===== src/hw/rtl/jdc_pkg.sv =====
// ---------------------------------------------------------------------------
// jdc_pkg
// Shared constants and types for the Julian day to calendar converter.
// ---------------------------------------------------------------------------
package jdc_pkg;

   localparam int NUM_STAGES = 6;

   localparam int JD_W   = 22;
   localparam int FRAC_W = 32;
   localparam int DAY_W  = 17;
   localparam int SOD_W  = 17;
   localparam int YR_W   = 8;

   localparam int YEAR_W   = 12;
   localparam int MONTH_W  = 4;
   localparam int MDAY_W   = 5;
   localparam int HOUR_W   = 5;
   localparam int MINUTE_W = 6;
   localparam int SECOND_W = 6;

   // day count origin: JD of 1 March 1900 is day 1
   localparam logic [23:0] JD_MARCH_1900  = 24'd2415079;
   localparam logic [23:0] LAST_VALID_DAY = 24'd73049;
   localparam logic [16:0] SECS_PER_DAY   = 17'd86400;
   localparam logic [16:0] ROUND_BIAS     = 17'd65536;

   // reciprocals, exact over the value ranges seen here
   localparam logic [19:0] RECIP_1461 = 20'd734937;  // >> 30
   localparam logic [18:0] RECIP_3600 = 19'd298262;  // >> 30
   localparam logic [12:0] RECIP_60   = 13'd4370;    // >> 18
   localparam logic [12:0] RECIP_153  = 13'd6854;    // >> 20
   localparam logic [7:0]  RECIP_5    = 8'd205;      // >> 10

   localparam logic [10:0] DAYS_4YR    = 11'd1461;
   localparam logic [11:0] SECS_HOUR   = 12'd3600;
   localparam logic [5:0]  SECS_MINUTE = 6'd60;
   localparam logic [7:0]  DAYS_5MON   = 8'd153;
   localparam logic [11:0] BASE_YEAR   = 12'd1900;

   typedef struct packed {
      logic [NUM_STAGES-1:0] load;
   } pipe_ctrl_type;

endpackage


===== src/hw/rtl/julian_day_to_calendar_unit.sv =====
// ---------------------------------------------------------------------------
// julian_day_to_calendar_unit
// Julian day number and Q0.32 fraction to Gregorian date and clock time.
// ---------------------------------------------------------------------------
//  channel  dir  tdata fields                       tuser
//  req_     in   julian_day, day_fraction           -
//  rsp_     out  year, month, day, hour, min, sec   range_error
//
//  Six register stages; one transaction per cycle unless the output stalls.
//  The stages after the first hold the reciprocal-multiply chains for
//  year/month/day and hour/minute/second.
//  Synchronous reset clears the valid bits only.
//  Each stage holds while the next is full and stalled; bubbles collapse.
// ---------------------------------------------------------------------------
module julian_day_to_calendar_unit
   import jdc_pkg::*;
(
   input  logic        clock,
   input  logic        reset,
   input  logic        req_tvalid,
   output logic        req_tready,
   input  logic [55:0] req_tdata,   // julian_day[21:0], day_fraction[53:22]
   output logic        rsp_tvalid,
   input  logic        rsp_tready,
   output logic [39:0] rsp_tdata,   // year[11:0], month[15:12], day[20:16],
                                    // hour[25:21], minute[31:26], second[37:32]
   output logic [0:0]  rsp_tuser    // range_error[0]
);

   pipe_ctrl_type       ctrl;
   logic [FRAC_W-1:0]   civil_frac;
   logic [DAY_W-1:0]    day_count;
   logic                range_err;
   logic [YEAR_W-1:0]   cal_year;
   logic [MONTH_W-1:0]  cal_month;
   logic [MDAY_W-1:0]   cal_day;
   logic [HOUR_W-1:0]   clock_hour;
   logic [MINUTE_W-1:0] clock_minute;
   logic [SECOND_W-1:0] clock_second;
   logic                range_error;

   jdc_pipe_ctrl u_ctrl (
      .clock      (clock),
      .reset      (reset),
      .req_tvalid (req_tvalid),
      .req_tready (req_tready),
      .rsp_tvalid (rsp_tvalid),
      .rsp_tready (rsp_tready),
      .ctrl       (ctrl)
   );

   jdc_front u_front (
      .clock        (clock),
      .ctrl         (ctrl),
      .julian_day   (req_tdata[21:0]),
      .day_fraction (req_tdata[53:22]),
      .civil_frac   (civil_frac),
      .day_count    (day_count),
      .range_err    (range_err)
   );

   jdc_time_path u_time (
      .clock        (clock),
      .ctrl         (ctrl),
      .civil_frac   (civil_frac),
      .clock_hour   (clock_hour),
      .clock_minute (clock_minute),
      .clock_second (clock_second)
   );

   jdc_date_path u_date (
      .clock       (clock),
      .ctrl        (ctrl),
      .day_count   (day_count),
      .range_err   (range_err),
      .cal_year    (cal_year),
      .cal_month   (cal_month),
      .cal_day     (cal_day),
      .range_error (range_error)
   );

   assign rsp_tdata = {2'b00, clock_second, clock_minute, clock_hour,
                       cal_day, cal_month, cal_year};
   assign rsp_tuser = range_error;

`ifndef NO_ASSERTIONS
   a_err_zero: assert property (@(posedge clock) disable iff (reset)
      (rsp_tvalid && rsp_tuser[0]) |-> (rsp_tdata == 40'd0))
      else $error("range error with nonzero fields");

   a_month_ok: assert property (@(posedge clock) disable iff (reset)
      (rsp_tvalid && !rsp_tuser[0]) |->
         (rsp_tdata[15:12] != 4'd0 && rsp_tdata[15:12] <= 4'd12 &&
          rsp_tdata[20:16] != 5'd0))
      else $error("month or day out of range");

   a_time_ok: assert property (@(posedge clock) disable iff (reset)
      rsp_tvalid |-> (rsp_tdata[25:21] <= 5'd23 && rsp_tdata[31:26] <= 6'd59 &&
                      rsp_tdata[37:32] <= 6'd59))
      else $error("time of day out of range");

   a_ready_free: assert property (@(posedge clock) disable iff (reset)
      rsp_tready |-> req_tready)
      else $error("input stalled while output drains");
`endif

endmodule


===== src/hw/rtl/jdc_pipe_ctrl.sv =====
// ---------------------------------------------------------------------------
// jdc_pipe_ctrl
// Valid bits and per-stage load enables; a stage loads when it is empty or
// the stage after it moves on.
// ---------------------------------------------------------------------------
module jdc_pipe_ctrl
   import jdc_pkg::*;
(
   input  logic          clock,
   input  logic          reset,
   input  logic          req_tvalid,
   output logic          req_tready,
   output logic          rsp_tvalid,
   input  logic          rsp_tready,
   output pipe_ctrl_type ctrl
);

   logic [NUM_STAGES-1:0] valid_ff;
   logic [NUM_STAGES-1:0] valid_in;
   logic [NUM_STAGES-1:0] ready;

   always_comb begin
      ready[NUM_STAGES-1] = !valid_ff[NUM_STAGES-1] || rsp_tready;
      for (int k = NUM_STAGES - 2; k >= 0; k--) begin
         ready[k] = !valid_ff[k] || ready[k+1];
      end
   end

   always_comb begin
      valid_in[0] = ready[0] ? req_tvalid : valid_ff[0];
      for (int k = 1; k < NUM_STAGES; k++) begin
         valid_in[k] = ready[k] ? valid_ff[k-1] : valid_ff[k];
      end
   end

   always_ff @(posedge clock) begin
      if (reset) begin
         valid_ff <= '0;
      end else begin
         valid_ff <= valid_in;
      end
   end

   assign ctrl.load  = ready;
   assign req_tready = ready[0];
   assign rsp_tvalid = valid_ff[NUM_STAGES-1];

endmodule


===== src/hw/rtl/jdc_front.sv =====
// ---------------------------------------------------------------------------
// jdc_front
// First stage: half-day shift, day count from March 1900, range check.
// ---------------------------------------------------------------------------
module jdc_front
   import jdc_pkg::*;
(
   input  logic              clock,
   input  pipe_ctrl_type     ctrl,
   input  logic [JD_W-1:0]   julian_day,
   input  logic [FRAC_W-1:0] day_fraction,
   output logic [FRAC_W-1:0] civil_frac,
   output logic [DAY_W-1:0]  day_count,
   output logic              range_err
);

   logic [FRAC_W-1:0] g_ff, g_in;
   logic [DAY_W-1:0]  d_ff, d_in;
   logic              err_ff, err_in;
   logic [23:0]       d_full;

   always_comb begin
      d_full = 24'(julian_day) + 24'(day_fraction[FRAC_W-1]) - JD_MARCH_1900;
      err_in = d_full[23] || (d_full == 24'd0) || (!d_full[23] && d_full > LAST_VALID_DAY);
      d_in   = d_full[DAY_W-1:0];
      // zero fraction makes every time field zero on an error
      g_in   = err_in ? '0 : {~day_fraction[FRAC_W-1], day_fraction[FRAC_W-2:0]};
   end

   always_ff @(posedge clock) begin
      if (ctrl.load[0]) begin
         g_ff   <= g_in;
         d_ff   <= d_in;
         err_ff <= err_in;
      end
   end

   assign civil_frac = g_ff;
   assign day_count  = d_ff;
   assign range_err  = err_ff;

endmodule


===== src/hw/rtl/jdc_time_path.sv =====
// ---------------------------------------------------------------------------
// jdc_time_path
// Seconds of day, then hour and minute by reciprocal multiplies, second as remainder.
// ---------------------------------------------------------------------------
module jdc_time_path
   import jdc_pkg::*;
(
   input  logic                clock,
   input  pipe_ctrl_type       ctrl,
   input  logic [FRAC_W-1:0]   civil_frac,
   output logic [HOUR_W-1:0]   clock_hour,
   output logic [MINUTE_W-1:0] clock_minute,
   output logic [SECOND_W-1:0] clock_second
);

   // stage 2
   logic [SOD_W-1:0]    s2_sod_ff, s2_sod_in;
   logic [48:0]         s2_prod;
   // stage 3
   logic [SOD_W-1:0]    s3_sod_ff;
   logic [HOUR_W-1:0]   s3_hour_ff, s3_hour_in;
   logic [35:0]         s3_prod;
   // stage 4
   logic [HOUR_W-1:0]   s4_hour_ff;
   logic [11:0]         s4_rs_ff, s4_rs_in;
   logic [SOD_W-1:0]    s4_diff;
   // stage 5
   logic [HOUR_W-1:0]   s5_hour_ff;
   logic [11:0]         s5_rs_ff;
   logic [MINUTE_W-1:0] s5_min_ff, s5_min_in;
   logic [24:0]         s5_prod;
   // stage 6
   logic [HOUR_W-1:0]   s6_hour_ff;
   logic [MINUTE_W-1:0] s6_min_ff;
   logic [SECOND_W-1:0] s6_sec_ff, s6_sec_in;
   logic [11:0]         s6_diff;

   always_comb begin
      s2_prod   = 49'(civil_frac) * 49'(SECS_PER_DAY) + 49'(ROUND_BIAS);
      s2_sod_in = s2_prod[48:32];

      s3_prod    = 36'(s2_sod_ff) * 36'(RECIP_3600);
      s3_hour_in = s3_prod[34:30];

      s4_diff  = s3_sod_ff - 17'(17'(s3_hour_ff) * 17'(SECS_HOUR));
      s4_rs_in = s4_diff[11:0];

      s5_prod   = 25'(s4_rs_ff) * 25'(RECIP_60);
      s5_min_in = s5_prod[23:18];

      s6_diff   = s5_rs_ff - 12'(12'(s5_min_ff) * 12'(SECS_MINUTE));
      s6_sec_in = s6_diff[SECOND_W-1:0];
   end

   always_ff @(posedge clock) begin
      if (ctrl.load[1]) begin
         s2_sod_ff <= s2_sod_in;
      end
      if (ctrl.load[2]) begin
         s3_sod_ff  <= s2_sod_ff;
         s3_hour_ff <= s3_hour_in;
      end
      if (ctrl.load[3]) begin
         s4_hour_ff <= s3_hour_ff;
         s4_rs_ff   <= s4_rs_in;
      end
      if (ctrl.load[4]) begin
         s5_hour_ff <= s4_hour_ff;
         s5_rs_ff   <= s4_rs_ff;
         s5_min_ff  <= s5_min_in;
      end
      if (ctrl.load[5]) begin
         s6_hour_ff <= s5_hour_ff;
         s6_min_ff  <= s5_min_ff;
         s6_sec_ff  <= s6_sec_in;
      end
   end

   assign clock_hour   = s6_hour_ff;
   assign clock_minute = s6_min_ff;
   assign clock_second = s6_sec_ff;

endmodule


===== src/hw/rtl/jdc_date_path.sv =====
// ---------------------------------------------------------------------------
// jdc_date_path
// 1461/153 day-count arithmetic from March 1900 to year, month and day.
// ---------------------------------------------------------------------------
module jdc_date_path
   import jdc_pkg::*;
(
   input  logic               clock,
   input  pipe_ctrl_type      ctrl,
   input  logic [DAY_W-1:0]   day_count,
   input  logic               range_err,
   output logic [YEAR_W-1:0]  cal_year,
   output logic [MONTH_W-1:0] cal_month,
   output logic [MDAY_W-1:0]  cal_day,
   output logic               range_error
);

   // stage 2
   logic [18:0]        s2_n_ff, s2_n_in;
   logic [YR_W-1:0]    s2_yr_ff, s2_yr_in;
   logic               s2_err_ff;
   logic [38:0]        s2_prod;
   // stage 3
   logic [YR_W-1:0]    s3_yr_ff;
   logic [10:0]        s3_x_ff, s3_x_in;
   logic               s3_err_ff;
   logic [18:0]        s3_rem;
   logic [8:0]         s3_tday;
   // stage 4
   logic [YR_W-1:0]    s4_yr_ff;
   logic [10:0]        s4_x_ff;
   logic [MONTH_W-1:0] s4_mon_ff, s4_mon_in;
   logic               s4_err_ff;
   logic [23:0]        s4_prod;
   // stage 5
   logic [YR_W-1:0]    s5_yr_ff;
   logic [MONTH_W-1:0] s5_mon_ff;
   logic [7:0]         s5_rem_ff, s5_rem_in;
   logic               s5_err_ff;
   logic [10:0]        s5_diff;
   // stage 6
   logic [YEAR_W-1:0]  s6_year_ff, s6_year_in;
   logic [MONTH_W-1:0] s6_mon_ff, s6_mon_in;
   logic [MDAY_W-1:0]  s6_day_ff, s6_day_in;
   logic               s6_err_ff;
   logic [15:0]        s6_prod;

   always_comb begin
      s2_n_in  = {day_count, 2'b00} - 19'd1;
      s2_prod  = 39'(s2_n_in) * 39'(RECIP_1461);
      s2_yr_in = s2_prod[37:30];

      s3_rem  = s2_n_ff - 19'(19'(s2_yr_ff) * 19'(DAYS_4YR));
      s3_tday = s3_rem[10:2] + 9'd1;
      s3_x_in = 11'(s3_tday) * 11'd5 - 11'd3;

      s4_prod   = 24'(s3_x_ff) * 24'(RECIP_153);
      s4_mon_in = s4_prod[23:20];

      s5_diff   = s4_x_ff - 11'(11'(s4_mon_ff) * 11'(DAYS_5MON));
      s5_rem_in = s5_diff[7:0];

      s6_prod   = 16'(s5_rem_ff) * 16'(RECIP_5);
      s6_day_in = s6_prod[14:10] + 5'd1;
      if (s5_mon_ff >= 4'd10) begin
         s6_mon_in  = s5_mon_ff - 4'd9;
         s6_year_in = BASE_YEAR + 12'(s5_yr_ff) + 12'd1;
      end else begin
         s6_mon_in  = s5_mon_ff + 4'd3;
         s6_year_in = BASE_YEAR + 12'(s5_yr_ff);
      end
      if (s5_err_ff) begin
         s6_mon_in  = '0;
         s6_year_in = '0;
         s6_day_in  = '0;
      end
   end

   always_ff @(posedge clock) begin
      if (ctrl.load[1]) begin
         s2_n_ff   <= s2_n_in;
         s2_yr_ff  <= s2_yr_in;
         s2_err_ff <= range_err;
      end
      if (ctrl.load[2]) begin
         s3_yr_ff  <= s2_yr_ff;
         s3_x_ff   <= s3_x_in;
         s3_err_ff <= s2_err_ff;
      end
      if (ctrl.load[3]) begin
         s4_yr_ff  <= s3_yr_ff;
         s4_x_ff   <= s3_x_ff;
         s4_mon_ff <= s4_mon_in;
         s4_err_ff <= s3_err_ff;
      end
      if (ctrl.load[4]) begin
         s5_yr_ff  <= s4_yr_ff;
         s5_mon_ff <= s4_mon_ff;
         s5_rem_ff <= s5_rem_in;
         s5_err_ff <= s4_err_ff;
      end
      if (ctrl.load[5]) begin
         s6_year_ff <= s6_year_in;
         s6_mon_ff  <= s6_mon_in;
         s6_day_ff  <= s6_day_in;
         s6_err_ff  <= s5_err_ff;
      end
   end

   assign cal_year    = s6_year_ff;
   assign cal_month   = s6_mon_ff;
   assign cal_day     = s6_day_ff;
   assign range_error = s6_err_ff;

endmodule

===== config.mk =====
export PLATFORM = sky130hd
export DESIGN_NAME = julian_day_to_calendar_unit
export DESIGN_NICKNAME = d
export VERILOG_FILES = /design/src/hw/rtl/jdc_pkg.sv /design/src/hw/rtl/julian_day_to_calendar_unit.sv /design/src/hw/rtl/jdc_pipe_ctrl.sv /design/src/hw/rtl/jdc_front.sv /design/src/hw/rtl/jdc_time_path.sv /design/src/hw/rtl/jdc_date_path.sv
export SDC_FILE = /design/constraint.sdc
export NUM_CORES = 2
export LEC_CHECK = 0
export BUFFER_PORTS_ARGS = -buffer_cell sky130_fd_sc_hd__buf_2
export CORE_MARGIN = 4
export CORE_UTILIZATION = 60
export CTS_CLUSTER_DIAMETER = 60
export DETAILED_ROUTE_END_ITERATION = 6
export PLACE_DENSITY = 0.87
export SYNTH_ARGS = -nofsm -noshare
export SYNTH_HDL_FRONTEND = slang
export SYNTH_SLANG_ARGS = --single-unit

===== constraint.sdc =====
create_clock -name clock -period 7.96 [get_ports clock]
set_input_delay 1.194 -clock clock [delete_from_list [all_inputs] [get_ports clock]]
set_output_delay 1.194 -clock clock [all_outputs]
set_load 0.01 [all_outputs]

* Word-level counts from Yosys, hierarchy flattened *
Index checks and enable logic that the tools add are counted.

word-level totals
  flip-flop bits (word level) = 245
  input bits = 60
  output and inout port bits = 43
  logic and storage cells = 86

cells by class
  add/subtract/negate cells = 15
  multipliers = 11
  $lt $le $gt $ge = 2
  multiplexer cells = 2
  bitwise operators = 1
  reductions and logical operators = 17

operators by type and width
  kind                      number
  $add A49 B17 Y49 const B  1
  $mul A32 B10 Y42 const B  1
  $mul A19 B20 Y38 const B  1
  $mul A17 B18 Y34 const B  1
  $gt A24 B17 Y1 const B    1
  $logic_not A24 Y1         1
  $sub A24 B22 Y24 const B  1
  $add A22 B1 Y23           1
  $mul A11 B12 Y23 const B  1
  $mul A12 B12 Y23 const B  1
  $sub A19 B1 Y19 const B   1
  $mul A8 B8 Y15 const B    1
  $add A11 B8 Y12 const A   1
  $add A12 B1 Y12 const B   1
  $mux W12                  1
  $sub A12 B12 Y12          1
  $mul A8 B11 Y11 const B   1
  $mul A9 B3 Y11 const B    1
  $sub A11 B11 Y11          1
  $sub A11 B2 Y11 const B   1
  $add A9 B1 Y9 const B     1
  $logic_or A1 B1 Y1        8
  $mul A4 B8 Y8 const B     1
  $mul A5 B8 Y8 const B     1
  other kinds (11)          17

* Depth between registers and ports, before layout *
  word-level depth = 7
  gate-level depth with buffers = 31

* Hierarchy *
Synthesis repeated with hierarchy kept, for this count alone.

second synthesis, totals
  cells, all modules = 3,194
  area total of the unflattened synthesis = 33,204.3 um^2

by module, submodules not included
  module                       times used  cells an instance  area each (um^2)  seq. area each (um^2)
  jdc_date_path                1           1,466              15,359.7          3,062.9
  jdc_time_path                1           1,431              14,701.6          2,552.4
  jdc_front                    1           267                2,890.3           1,501.4
  jdc_pipe_ctrl                1           27                 234.0             120.1
  julian_day_to_calendar_unit  1           3                  18.8              0.0

* Worst setup path after synthesis *
Ideal clock, no wire load.

  path type = reg2reg
  start point = reg u_front.d_ff[0], in the netlist u_front.day_count[0]
  end point = reg u_date.s2_yr_ff[7], data pin
  data arrival time = 6,824 ps
  path slack = 867 ps
  cell stages (with the launch flop) = 32
  path buffers = 1
  period minus slack after synthesis = 7,093 ps
  cell sequence = edfxtp_1 > clkbuf_1 > inv_1 > ha_1 > nand4b_1 > nor4_1 > nand2_1 > xor2_1 > inv_1 > ha_1 > inv_1 > fa_1 > inv_1 > fa_1 > inv_1 > fa_1 > inv_1 > fa_1 > inv_1 > fa_1 > inv_1 > ha_1 > a21o_1 > a21o_1 > a21oi_1 > nor2b_1 > o21ai_0 > o211ai_1 > a41oi_1 > a21oi_1 > nor4_1 > nor3b_1

between the ends
  word-level cells in the longest chain between the ends = 2

RTL lines
  what                    line                 text
  start, declared         jdc_front.sv:18      logic [DAY_W-1:0] d_ff, d_in;
  start signal, assigned  jdc_front.sv:33      d_ff <= d_in;
  $sub A19 B1 Y19         jdc_date_path.sv:49  s2_n_in = {day_count, 2'b00} - 19'd1;
  via u_date.s2_n_in[2]   jdc_date_path.sv:19  logic [18:0] s2_n_ff, s2_n_in;
  $mul A19 B20 Y38        jdc_date_path.sv:50  s2_prod = 39'(s2_n_in) * 39'(RECIP_1461);
  via u_date.s2_prod[37]  jdc_date_path.sv:22  logic [38:0] s2_prod;
  end signal, assigned    jdc_date_path.sv:82  s2_yr_ff <= s2_yr_in;
  end, declared           jdc_date_path.sv:20  logic [YR_W-1:0] s2_yr_ff, s2_yr_in;

The timed path passes the listed nets, and every way through them passes these cells.
A chain may end at the register's enable or synchronous reset.

* Worst setup path after layout *
  start point = reg u_front.d_ff[4], in the netlist u_front.day_count[4]
  end point = reg u_date.s2_yr_ff[7], data pin

between the ends
  word-level cells in the longest chain between the ends = 2

RTL lines
  what                    line
  $sub A19 B1 Y19         jdc_date_path.sv:49
  $mul A19 B20 Y38        jdc_date_path.sv:50
  via u_date.s2_prod[37]  jdc_date_path.sv:22

The timed path passes the listed nets, and every way through them passes these cells.

==> impl_results.md <==
- Reg2reg start: u_front.day_count[4]$_DFFE_PP_
- Die W: 243.3 µm
- Max Slew Vio Count: 0
- WL/cell: 15.82 µm
- Compound-Gate Fraction of Synth Area: 8.002%
- CP max FO: 4
- Synth Area in XOR/XNOR: between 5 and 6%
- Final worst slack: slightly below 0.5 ns
- Core Area: 54350 µm²
- Area contributors post-synth: ha_1 25%, edfxtp_1 21%, fa_1 21%, inv_1 9.6%, xnor2_1 3.6%
- Root buffer cell: clkbuf_16
- Initial core utilization: between 60 and 70%
- R2R Path End: u_date.s2_yr_ff[7]$_DFFE_PP_
- Clock Latency Late Sink: 0.57 ns
- Most frequent cells in the layout: 846 x inv_1, 671 x ha_1, 349 x fa_1, 237 x edfxtp_1, 135 x xnor2_1
- Setup violations, final: 0
- Hold_sp: u_date.s4_yr_ff[2]$_DFFE_PP_
- Register area: 7237 µm²
- CTS tree: built
- Synth Cell Area: 33210 µm²
- Post-Route Utilization: 65.45%
- Fmax: between 100 and 150 MHz
- Total GRT Usage: 22.45%
- Final min period: around 7.5 ns
- Critical Path RT: 8.25 ns
- Buf/Inv on CP: 5
- H-tree depth: 1
- Yosys top cell by area: ha_1
- Vias/cell: ~5.5
- DR pass1 iterations: 7
- Clk slew on worst S/H paths: 0.06 ns
- Sink Count: 243
- Adder-Cell Fraction of Synth Area: 46.32%
- First-pass GRT wire length: roughly 110000 µm
- Worst hold margin: 0.4191 ns
- Ant. Diodes: 0
- Crit path largest cell delay: between 0.5 and 0.6 ns
- Layout area overhead: 7.113%
- Syn_area_per_cell: 10.24 µm²
- DR vias: 22440
- Share of the synthesized area in the top cell type: 25.28%
- Hold endpoint: u_date.s5_yr_ff[2]$_DFFE_PP_
- R2R setup slack: 0.49 ns
- Crit-path leading delay family: adder cells
- Layout cells sized above 1: 6.248%
- I/O pin total: 103
- Hold path cells: 0
- Die H: 243.3 µm
- Element type at the critical path end: flip-flop
- Number of global-route vias before repair: ~24000
- Status: finished, final reports clean
- Number of max-cap violations: 0
- Port Buffer Count: 98
- DIE AREA: 59180 µm²
- R2R cell count: 28
- Sequential area share after synthesis: 21.79%
- Yosys warns: 0
- Slowest CP cell: fa_1
- Final hold violation count: 0
- # rows: 85
- Synthesized instance count: 3243
- Drt total wl: 65120 µm
- Initial antenna violation count: 1
- Number of synthesized flops with an enable pin: 237
- Largest net degree at the start of global routing: 38
- Simple-Gate Fraction of Synth Area: 7.935%
- GRT overflow: 0
- Clock skew: 0.02091 ns
- Period utilization: 93.82%
- Yosys cell types: 98
- DR iter-0 viols: 977
- Final net count: 4436
- Most used cell, CP: fa_1
- TNS Setup: 0 ns
- Max-slew headroom: around two fifths
- Worst-Margin Slew: around 0.92 ns
- Largest family of logic cells by synthesized area: adder cells
- CTS Buffer Depth: 3
- Async SR Flop Fraction: 0%
- Ys flop type: edfxtp_1
- Worst setup path class: flip-flop to flip-flop
- Num CTS Buffers: 27
- Dpl hpwl: 54740 µm
- Place WS: 0.3784 ns
- Commonest non-fill, non-tap cell in the layout: inv_1
- Mux contribution to synthesized area: 0.3240%
- Worst Hold Class: flip-flop to flip-flop
- Final antenna-violating net count: 0
- Worst path arrival time: 7.76 ns
- Gpl congestion: 0.9412
- #FFs+latches synth: 243
- FILL cells: 3919
- Crit start category: flip-flop
- Remaining routing DRC violations: 0
- Multi-input gate area: 22610 µm²
## synth_stat cells (16+ instances only)
master	instances
a211oi_1	19
a21o_1	53
a21oi_1	89
a31oi_1	17
and2_1	43
and3_1	20
clkbuf_1	16
edfxtp_1	237
fa_1	349
ha_1	671
inv_1	846
nand2_1	113
nand2b_1	23
nand3_1	55
nand4_1	26
nor2_1	93
nor2b_1	20
nor3_1	30
nor4_1	16
o21ai_0	71
xnor2_1	136
xor2_1	62
## kinds of logic after synthesis
kind of cell / Yosys count
fa+ha+maj: 1020
buf+inv: 885
simple gates: 499
compound gates: 385
flops: 243
xor+xnor: 200
mux: 10
other cells: 1
## flip-flops by register name, indices dropped and copies added (netlist names), 8 cells and up
signal              count
u_date.s4_x_ff          8
u_date.s2_yr_ff         8
u_time.s3_sod_ff       12
u_date.cal_year        12
u_date.s2_n_ff          9
u_front.civil_frac     32
u_date.s3_x_ff         11
u_date.s5_yr_ff         8
u_front.day_count      17
u_date.s3_yr_ff         8
u_date.s4_yr_ff         8
u_time.s4_rs_ff        12
u_date.s5_rem_ff        8
u_time.s2_sod_ff       17
## layer usage
metal	track usage [%]	wire, µm
met3	3.364	3470
met1	29.01	27570
met4	5.805	1865
met2	39.79	32200
met5	0	13
## what timing repair did
action / 4_1_cts / 5_1_grt
buffers inserted: 0 / 2
endpoints found under the setup margin: 0 / 7
resized for setup: 0 / 6
hold buffers: 0 / 0
hold endpoints to repair: 0 / 0
## worst max path at each step
stage          slack (ns)                           start                      endpoint  cells after the start
2_1_floorplan        0.87  u_front.day_count[0]$_DFFE_PP_  u_date.s2_yr_ff[7]$_DFFE_PP_                     31
3_3_place_gp         0.57  u_front.day_count[4]$_DFFE_PP_  u_date.s2_yr_ff[7]$_DFFE_PP_                     28
3_5_place_dp         0.38  u_front.day_count[4]$_DFFE_PP_  u_date.s2_yr_ff[7]$_DFFE_PP_                     28
4_1_cts              0.23  u_front.day_count[4]$_DFFE_PP_  u_date.s2_yr_ff[7]$_DFFE_PP_                     28
5_1_grt            -0.009  u_front.day_count[4]$_DFFE_PP_  u_date.s2_yr_ff[7]$_DFFE_PP_                     30
6_report             0.49  u_front.day_count[4]$_DFFE_PP_  u_date.s2_yr_ff[7]$_DFFE_PP_                     28
## layout make-up
class,count,area share [%]
Clock inverter,21,0.7738
Tap cell,739,2.599
Multi-Input combinational cell,2116,63.56
Clock buffer,29,1.921
Sequential cell,243,20.34
Inverter,847,8.938
Timing Repair Buffer,121,1.864
## through the flow
step / area (µm²) / instances
floorplan: 33210 / 3244
global placement: 34560 / 4064
detailed placement: 34560 / 4064
CTS: 35520 / 4114
global route: 35570 / 4116
finish: 35570 / 4116
Power is not shown: default switching activity piles up to over one toggle a cycle in this logic, so the estimate is an artifact.
